==> src/rtl/hsd_pkg.sv <==
// ---------------------------------------------------------------------------
// hsd_pkg
// Shared types and constants for the 2-D five-point heat stencil.
// ---------------------------------------------------------------------------
`timescale 1ns / 1ps

package hsd_pkg;

	// Widest grid row the line buffers hold
	localparam int MAX_WIDTH = 128;
	// Cells in one line buffer: a delay of up to MAX_WIDTH-1 points
	localparam int LINE_LEN  = MAX_WIDTH - 1;
	// Column counter width
	localparam int COL_W     = $clog2(MAX_WIDTH);
	// Register field widths
	localparam int WID_W     = 8;
	localparam int HGT_W     = 16;
	localparam int RX_W      = 24;
	localparam int DT_W      = 32;
	localparam int RCP_W     = 17;
	localparam int CFG_IDX_W = 3;
	localparam int CFG_DAT_W = 32;
	// Smallest grid edge
	localparam int MIN_DIM   = 3;
	// Reset values
	localparam int RCP_RESET = 65536;
	localparam int DIM_RESET = 128;

	// Signed Q16.16 sample
	typedef logic signed [31:0] word_t;

	// Configuration register indexes
	typedef enum logic [CFG_IDX_W-1:0] {
		CFG_RX_COEFF    = 3'd0,
		CFG_RY_COEFF    = 3'd1,
		CFG_TIME_STEP   = 3'd2,
		CFG_DENOM_RECIP = 3'd3,
		CFG_GRID_WIDTH  = 3'd4,
		CFG_GRID_HEIGHT = 3'd5
	} cfg_idx_t;

	// Stencil operands of one interior point
	typedef struct packed {
		word_t u;   // center
		word_t w;   // west
		word_t e;   // east
		word_t n;   // north
		word_t s;   // south
		word_t f;   // source term
	} op_t;

	// Coefficients held in the configuration registers
	typedef struct packed {
		logic [RX_W-1:0]  rx;
		logic [RX_W-1:0]  ry;
		logic [DT_W-1:0]  dt;
		logic [RCP_W-1:0] recip;
	} coef_t;

endpackage

==> src/rtl/hsd_cell.sv <==
// ---------------------------------------------------------------------------
// hsd_cell
// One storage cell of a line buffer: takes its left neighbor's word on each
// request, or the incoming word when it is the insertion point.
// ---------------------------------------------------------------------------
`timescale 1ns / 1ps

module hsd_cell import hsd_pkg::*; (
	input  logic  clk,
	input  logic  en,
	input  logic  ins,
	input  word_t din,
	input  word_t prev_data,
	output word_t data
);

	word_t data_q;

	// shift or load
	always_ff @(posedge clk) begin
		if (en) begin
			data_q <= ins ? din : prev_data;
		end
	end

	assign data = data_q;

endmodule

==> src/rtl/hsd_line.sv <==
// ---------------------------------------------------------------------------
// hsd_line
// Line buffer built as a chain of cells. Words enter at the cell picked by
// ins_sel and leave at the last cell, giving a delay set by the grid width.
// ---------------------------------------------------------------------------
`timescale 1ns / 1ps

module hsd_line import hsd_pkg::*; (
	input  logic                clk,
	input  logic                en,
	input  logic [LINE_LEN-1:0] ins_sel,
	input  word_t               din,
	output word_t               dout
);

	word_t cell_q [LINE_LEN];

	// chain of cells, each fed by its left neighbor
	for (genvar i = 0; i < LINE_LEN; i++) begin : g_cell
		word_t prev_w;
		if (i == 0) begin : g_head
			assign prev_w = din;
		end else begin : g_body
			assign prev_w = cell_q[i-1];
		end
		hsd_cell u_cell (
			.clk       (clk),
			.en        (en),
			.ins       (ins_sel[i]),
			.din       (din),
			.prev_data (prev_w),
			.data      (cell_q[i])
		);
	end

	assign dout = cell_q[LINE_LEN-1];

endmodule

==> config.mk <==
export PLATFORM = sky130hd
export DESIGN_NAME = hsd_line
export DESIGN_NICKNAME = d
export VERILOG_FILES = /design/src/rtl/hsd_pkg.sv /design/src/rtl/hsd_cell.sv /design/src/rtl/hsd_line.sv
export SDC_FILE = /design/constraint.sdc
export NUM_CORES = 2
export LEC_CHECK = 0
export BUFFER_PORTS_ARGS = -buffer_cell sky130_fd_sc_hd__buf_2
export CORE_MARGIN = 3
export CORE_UTILIZATION = 48
export CTS_CLUSTER_DIAMETER = 60
export DETAILED_ROUTE_END_ITERATION = 6
export SLEW_MARGIN = 40
export SYNTH_ARGS = -nofsm -noshare
export SYNTH_HDL_FRONTEND = slang
export SYNTH_SLANG_ARGS = --single-unit
==> constraint.sdc <==
create_clock -name clk -period 1.6 [get_ports clk]
set_input_delay 0.16 -clock clk [delete_from_list [all_inputs] [get_ports clk]]
set_output_delay 0.16 -clock clk [all_outputs]
set_load 0.01 [all_outputs]
==> summary.txt <==
Outcome
  • Outcome: finished, violations left
  • Failing checks: negative setup slack

GRT
  • Initial antenna violation count: 9
  • Vias in the first global route: 86.7k
  • Largest net degree at the start of global routing: 81
  • Grt ovf: 0
  • Gr usage total: 17.7%
  • First-pass GRT wire length: 534 mm

Clock tree
  • Clock transition at the registers of the reported paths: 0.06 ns
  • # clock sinks: 4064
  • CTS tree: yes
  • Inserted Clock Buffers: 440
  • H-tree levels: 5
  • CTS root buffer: clkbuf_16
  • Clk_lat worst skew: 0.94 ns
  • Clock buffer depth: 4

Timing
  • Final Slew Violations: 0
  • RSZ-0062 raised after global routing: yes
  • Worst setup margin: -0.0489 ns
  • Skew final: 0.0535 ns
  • Finish-stage setup viols: 19
  • F_max: 606 MHz
  • Final Hold Viols: 0
  • Fin crit period: 1.65 ns
  • Actual slew at the worst max-slew pin: 0.744 ns
  • Rel. slew slack: 50.4%
  • Final period util: 103%
  • Setup_tns: -0.230 ns
  • Hold slack final: 0.105 ns

Finish
  • FILL cells: 28.8k
  • Final core occ: 54.1%
  • Area of the multi-input gates: 51100 um2
  • Share of layout cells above drive strength 1: 53.2%
  • Final net count: 9557
  • Register area: 122000 um2
  • Final instance area: 203000 um2
  • Max reg flops: 4064
  • Layout area overhead: 12.2%

Logic synthesis
  • Synthesized cell area: 181000 um2
  • Synth Flop Type: edfxtp_1
  • Asr flop ratio synth: 0%
  • Share of the synthesized area in the top cell type: 67.3%
  • Yosys reg bits: 4064
  • Sequential-to-total area share from yosys stat: 67.3%
  • Post-synth top cells: edfxtp_1 (4064), mux2_2 (2401), mux2_4 (1510)
  • Distinct cells, synth: 12
  • Simple-Gate Fraction of Synth Area: 0%
  • Cells after Synth: 9048
  • Area leader, netlist: edfxtp_1
  • Main area contributors after synthesis: edfxtp_1 (67%), mux2_2 (15%), mux2_4 (13%)
  • EDFF count, synth: 4064
  • Synth Area per Inst: 20.0 um2
  • Post-synthesis compound-gate area fraction: 0%
  • Mux share of post-synthesis cell area: 28.2%
  • Syn nets: 9209
  • Yosys warning total: 0
  • Largest family of logic cells by synthesized area: multiplexers
  • Xor and xnor area share after synthesis: 0%
  • Most common cell in the netlist: edfxtp_1
  • Post-synthesis adder-cell area fraction: 0%

Placement
  • DP HPWL: 204 mm
  • Placed cell area: 188000 um2
  • Number of buffers added on ports: 191
  • Final Wtd Congestion: 0.748

Worst setup path
  • WP buf/inv: 1
  • Setup Crit Path Kind: flip-flop to output port
  • CP Capture Type: output port
  • Worst path slowest cell: edfxtp_1
  • Delay-heaviest family, CP: flip-flops
  • CP startpoint kind: flip-flop
  • CP arrival: 1.49 ns
  • Critical path, cell by cell: buf_6
  • Worst-path maximum fanout: 1
  • Max incr delay on CP: 0.41 ns
  • Worst endpoint required time: 1.44 ns
  • R2R depth: 2
  • Cell count along the critical path: 1

Worst hold path
  • Min-delay worst type: input pin to flip-flop
  • Cell count of the worst hold path: 2

Pwr
  • Maximum VDD drop: 1090 uV
  • Lkg Pwr: 74.0 nW
  • Power Density: 1220 nW/um2

Die
  • Die ar.: 385000 um2
  • Die X: 621 um
  • Die H: 621 um
  • Core area: 376000 um2
  • Core Rows: 225
  • IO Pins: 193
  • Initial core utilization: 48.2%

Job
  • Maxcap violations: 0

Detailed routing
  • Via count: 79.9k
  • ANT nets after route: 0
  • Via density: 5.42
  • DRT iter0 DRCs: 5690
  • Post-Route WL: 344 mm
  • DR WL/cell: 23.3 um
  • TritonRoute pass-1 iters: 7
  • # DRC: 0
worst register-to-register path: stages (launching register included):
cell	delay (ns)
edfxtp_1	0.41
mux2_2	0.27
dlygate4sd3_1	0.56
per-layer routing:
| layer | vias to the layer above | global-route usage [%] | wire length (um) |
|---|---|---|---|
| met1 | 42417 | 24.5 | 155000 |
| met4 | 4 | 4.62 | 8350 |
| met5 | - | 0 | 30 |
| met2 | 1321 | 29.6 | 168000 |
| met3 | 524 | 2.43 | 12900 |
| li1 | 35682 | - | - |
final timing paths:
path                                end                         from  slack [ns]
max                            dout[18]  g_cell[126].u_cell.data[18]       -0.05
min           g_cell[0].u_cell.data[12]                      din[12]        0.10
max reg2reg   g_cell[7].u_cell.data[16]    g_cell[6].u_cell.data[16]        0.10
min reg2reg  g_cell[62].u_cell.data[19]   g_cell[61].u_cell.data[19]        0.50
cell families after synthesis:
| kind of cell | Yosys count |
|---|---|
| mux | 4032 |
| buf+inv | 952 |
| flops | 4064 |
placed cells by master, fill, tap and decap left out:
master	n
edfxtp_1	4064
mux2_2	2401
mux2_4	1510
clkbuf_16	443
buf_12	293
buf_4	207
dlygate4sd3_1	168
buf_2	157
mux2_1	121
clkbuf_1	107
clkinv_1	106
clkinv_2	75
buf_6	33
bufinv_16	30
inv_6	12
clkinv_16	8
clkinvlp_4	8
clkinv_4	6
inv_16	4
diode_2	3
clkinv_8	2
inv_8	2
what timing repair did:
action,4_1_cts,5_1_grt
endpoints found under the setup margin,32,32
hold endpoints to repair,5220,0
hold buffers,168,0
buffers inserted,0,0
resized for setup,0,1
cell type report:
type	count	share of cell area, %
antenna	3	0.00369
clock buffer	550	5.65
clock inverter	253	1.11
multi-input combinational	4032	25.1
sequential	4064	60.0
tap	4994	3.07
timing repair buffer	858	5.04
per-stage QoR:
step	setup WS, ns	instances	power, W
floorplan	0.532	9048	0.146
global placement	0.100	13780	0.153
detailed placement	0.0891	13780	0.153
CTS	-0.163	14751	0.252
global route	-0.138	14754	0.257
finish	-0.0489	14754	0.248
power by group:
part | internal [W] | leakage, nW | total, W | switching, W
clock network | 0.0557 | 6.71 | 0.0974 | 0.0417
logic | 0.0119 | 27.6 | 0.0218 | 0.00987
registers | 0.127 | 39.8 | 0.129 | 0.00219
total | 0.195 | 74.0 | 0.248 | 0.0537
Note: power is estimated with default switching activity, not from simulation.
